File: config.mk
export PLATFORM = sky130hd
export DESIGN_NAME = npc_ingress
export DESIGN_NICKNAME = d
export VERILOG_FILES = /design/src/rtl/npc_pkg.sv /design/src/rtl/npc_ingress.sv
export SDC_FILE = /design/constraint.sdc
export NUM_CORES = 1
export LEC_CHECK = 0
export ABC_AREA = 1
export BUFFER_PORTS_ARGS = -buffer_cell sky130_fd_sc_hd__clkbuf_2
export CAP_MARGIN = 20
export CORE_MARGIN = 4
export CORE_UTILIZATION = 35
export DETAILED_ROUTE_END_ITERATION = 7
export PLACE_DENSITY = 0.78
export SLEW_MARGIN = 20
export SYNTH_ARGS = -nofsm -noshare
export SYNTH_HDL_FRONTEND = slang
export SYNTH_SLANG_ARGS = --single-unit
File: constraint.sdc
create_clock -name i_clk -period 1.04 [get_ports i_clk]
set_input_delay 0.052 -clock i_clk [delete_from_list [all_inputs] [get_ports i_clk]]
set_output_delay 0.052 -clock i_clk [all_outputs]
set_load 0.01 [all_outputs]
File: src/rtl/npc_pkg.sv
// npc_pkg: shared types, codes and helpers of the nearest palette color search
// used by npc_ingress, npc_cell and nearest_palette_color
`default_nettype none

package npc_pkg;

    // default palette depth
    localparam int NPC_PALETTE_ENTRIES = 256;
    // entries reachable through an 8-bit entry index
    localparam int NPC_ADDRESSABLE     = 256;

    localparam int COMP_W  = 6;
    localparam int INDEX_W = 8;
    localparam int DIST_W  = 14;
    localparam int RAW_W   = 9;

    // largest component value after clamping
    localparam logic [COMP_W-1:0] COMP_MAX = 6'd63;
    // first entry that takes part in the search
    localparam logic [INDEX_W-1:0] FIRST_SEARCHED = 8'd1;
    // running distance before any entry is seen, above every real distance
    localparam logic [DIST_W-1:0] DIST_INIT = 14'h3FFF;

    // item kinds
    typedef enum logic {
        KIND_WRITE = 1'b0,
        KIND_QUERY = 1'b1
    } t_kind;

    // one beat traveling down the chain of cells
    typedef struct packed {
        logic               vld;
        t_kind              kind;
        logic [INDEX_W-1:0] idx;
        logic [COMP_W-1:0]  red;
        logic [COMP_W-1:0]  green;
        logic [COMP_W-1:0]  blue;
        logic [INDEX_W-1:0] best;
        logic [DIST_W-1:0]  distance;
    } t_item;

    // clamp a signed 9-bit component to 0..63
    function automatic logic [COMP_W-1:0] clamp_comp(input logic signed [RAW_W-1:0] raw);
        logic [COMP_W-1:0] res;
        if (raw[RAW_W-1]) begin
            res = '0;
        end else if (raw[RAW_W-2:COMP_W] != '0) begin
            res = COMP_MAX;
        end else begin
            res = raw[COMP_W-1:0];
        end
        return res;
    endfunction

endpackage

`default_nettype wire

File: src/rtl/npc_ingress.sv
// npc_ingress: input stage, clamps the components and starts a beat on the chain
// depends on npc_pkg
`default_nettype none

module npc_ingress
    import npc_pkg::*;
(
    input  wire logic                      i_clk,
    input  wire logic                      i_rst_n,
    input  wire logic                      i_en,
    input  wire logic                      i_valid,
    input  wire logic                      i_kind,
    input  wire logic [INDEX_W-1:0]        i_entry_index,
    input  wire logic signed [RAW_W-1:0]   i_red,
    input  wire logic signed [RAW_W-1:0]   i_green,
    input  wire logic signed [RAW_W-1:0]   i_blue,
    output t_item                          o_item
);

    t_item r_item;
    t_item n_item;

    // clamp and seed the running best
    always_comb begin
        n_item.vld      = i_valid;
        n_item.kind     = t_kind'(i_kind);
        n_item.idx      = i_entry_index;
        n_item.red      = clamp_comp(i_red);
        n_item.green    = clamp_comp(i_green);
        n_item.blue     = clamp_comp(i_blue);
        n_item.best     = FIRST_SEARCHED;
        n_item.distance = DIST_INIT;
    end

    // stage register
    always_ff @(posedge i_clk) begin
        if (!i_rst_n) begin
            r_item.vld <= 1'b0;
        end else if (i_en) begin
            r_item <= n_item;
        end
    end

    assign o_item = r_item;

endmodule

`default_nettype wire

## Yosys cells after proc, flatten, opt, wreduce, memory -nomap -nowiden

Index checks and enable logic that the tools add are counted.

- Register bits after elaboration: 28
- Input bits: 40
- Output and inout port bits: 50
- Word-level logic and storage cells: 13

- Muxes and demuxes: 3
- Reductions and logical operators: 4

Operators by type and width:

| kind | count |
|---|---|
| $mux W6 | 3 |
| $reduce_bool A2 Y1 | 3 |
| $reduce_and A2 Y1 | 1 |

## Longest topological paths before layout

- Depth in word-level cells: 2
- Gate-level depth with buffers: 4
- Mapped depth without buffers: 4

## Worst setup path after synthesis

OpenSTA, ideal clock, no wires.

- Kind: input -> register
- Start: input port i_rst_n
- End: register r_item (netlist bit o_item[22]), enable pin
- Arrival time: 628 ps
- Slack: 30 ps
- Stages on the path: 2
- Buffers on the path: 0
- Cells stage by stage: nand2_1 > inv_1

- Cells in the longest elaborated chain, start to end: 1

Ends and longest elaborated chain:

| what | RTL line | text |
|---|---|---|
| start: declaration | npc_ingress.sv:9 | `input wire logic i_rst_n,` |
| $reduce_and A2 Y1 (no source line) | - |  |
| end signal: assignment | npc_ingress.sv:40 | `r_item <= n_item;` |
| end: declaration | npc_ingress.sv:20 | `t_item r_item;` |

Every way passes these cells.
A chain may end at the register's enable or synchronous reset.

## Worst setup path after layout

- Start: input port i_rst_n
- End: register r_item (netlist bit o_item[41]), enable pin

The elaborated chain is that of the path after synthesis.

==> out/results.txt <==
status -> finished, final reports clean
top_reg_cell synth -> edfxtp_1
EDFF count, synth -> 27
Syn Inst Count -> 98
fmax -> 1010 MHz
Root Buffer Master -> clkbuf_4
row count -> 21
TritonCTS Buffers -> 3
synthesized area per cell -> 12.3 um^2
maximum VDD drop -> 523 uV
fin crit period -> 0.991 ns
Setup TNS -> 0 ns
nature of the critical path startpoint -> input pin
Fin Clk Skew -> 0 ns
Antenna diodes -> 0
post-detail-place hpwl -> 1880 um
largest net degree at the start of global routing -> 28
Area after DPL -> 1530 um^2
crit path DAT -> 1.05 ns
final-report hold violation count -> 0
setup bufs post-CTS -> 0
Hold Path Class -> input pin to flip-flop
# setup viols final -> 0
Post-Place Cells -> 210
CTS tree -> built
Detailed Route Iter0 Violations -> 15
vias in the first global route -> 857
total of max-cap violations -> 0
crit-path cells -> dlygate4sd3_1 -> clkbuf_2 -> nand2_1 -> inv_2 -> clkbuf_16
Power Dens Cells -> 1300 nW/um^2
die area -> 4450 um^2
Clock Latency Late Sink -> 0.32 ns
wire per inst -> 11.1 um
post-route cell area -> 1710 um^2
Pins Over Slew Limit -> 0
Die Wd -> 66.7 um
leak pwr -> 0.854 nW
Die H -> 66.7 um
I/O Buffers -> 67
# fillers -> 318
Clock Tree Buf Depth -> 2
Finished Core Util -> 51.3%
I/O pins -> 90
Syn. warnings -> 0
share of the yosys chip area belonging to registers -> 68.9%
Largest register FFs -> 28
first-pass GRT wire length -> 3680 um
Clock transition at path regs -> 0.15 ns
vias per cell -> 3.85
WS Path Type -> input pin to flip-flop
Congestion Overflow GR -> 0
Detail Route Antenna Nets -> 0
non-filler instance count after layout -> 227
Final Net Count -> 222
slowest CP cell -> dlygate4sd3_1
Tcrit/Tclk final -> 95.3%
most frequent cell after synthesis -> edfxtp_1
most area-consuming cells after synthesis -> edfxtp_1, buf_4, a21oi_1
Max stage delay on crit path -> 0.53 ns
H-tree levels -> 1
share of cells above drive strength 1 -> 42.5%
Yosys cell types -> 9
mapped cell area -> 1210 um^2
First-pass DRT Iterations -> 2
initial antenna violation count -> 0
CTS Sinks -> 28
routed wire length -> 2510 um
P&R area growth vs syn -> 41.8%
Seq cells post-synth -> 28
DR vias -> 874
Worst EP required -> 1.10 ns
RSZ-0062 raised after global routing -> no
WP buf/inv -> 4
CP delay by family, top -> buffers and inverters
core area -> 3340 um^2
Starting Density -> 36.1%
GP Congestion -> 0.684
residual DRC count -> 0
ys async rst share -> 0%
Hold WS -> 0.0478 ns
post-synth top area cell -> edfxtp_1
gr usage total -> 11.1%
critical path endpoint category -> flip-flop
area fraction of the dominant cell type after synthesis -> 67.2%
CP Max Fanout -> 13
Synth top cells by count -> edfxtp_1, buf_4, inv_1
-- worst paths after layout --
check                          startpoint                       end  slack (ns)  cells after the start
setup / recovery                  i_rst_n      o_item[41]$_DFFE_PP_        0.05                      5
hold reg to reg   o_item[49]$_SDFFE_PN0P_   o_item[49]$_SDFFE_PN0P_        0.50                      2
setup reg to reg  o_item[49]$_SDFFE_PN0P_   o_item[49]$_SDFFE_PN0P_        0.48                      2
hold / removal                  i_blue[3]  o_item[25]$_SDFFCE_PP0P_        0.05                      3
-- repair_timing --
action                                  CTS  global route
endpoints found under the setup margin    0            27
hold buffers                             12             0
resized for setup                         0             1
endpoints found under the hold margin    10             0
-- placed cells by master (no fill, tap or decap) --
master          n
inv_1          19
dfxtp_1         1
nor2_1          2
clkbuf_4        3
buf_12          1
nand2_1         3
a21oi_1        18
clkbuf_8        1
clkbuf_16       1
inv_2           1
dlygate4sd3_1  12
clkbuf_2       67
conb_1         22
nor2_2          3
edfxtp_1       27
-- where the power goes --
group	switching, mW	leakage, nW	internal (mW)	total (mW)
Sequential	0.0216	0.259	1.32	1.34
Combinational	0.196	0.575	0.166	0.362
Clock	0.307	0.0210	0.214	0.521
-- layout make-up --
cell class                      count  area (um^2)  area share [%]
Timing Repair Buffer               81          500            29.3
Multi-Input combinational cell     48          210            12.3
Tap cell                           46         57.6            3.37
Clock buffer                        4         36.3            2.12
Sequential cell                    28          831            48.6
Inverter                           20         75.1            4.39
-- routing by layer --
metal	GRT usage, %	routed length [um]	vias to the layer above
met4	4.31	27	0
met3	3.20	306	4
met5	0	0	-
met1	13.1	905	377
li1	-	-	442
met2	18.8	1270	51
-- through the flow --
stage                     setup WS (ns)  total power, mW
after global routing            0.00566             2.34
after detailed placement          0.231             1.69
after floorplan                  0.0302             1.57
final                            0.0488             2.23
after CTS                        0.0516             2.23
after global placement            0.252             1.68
-- cells by family after synthesis --
logic type | synth area share (%)
DFF | 68.9
buffers and inverters | 19.9
AOI/OAI and AO/OA | 7.47
and+or+nand+nor | 3.11
other | 0.623
-- worst min-delay path: cells and delay by family --
kind | cells | cell delay, ns
buffers and inverters | 2 | 0.12
AOI/OAI and AO/OA | 1 | 0.05
(Power assumes the default switching activity.)
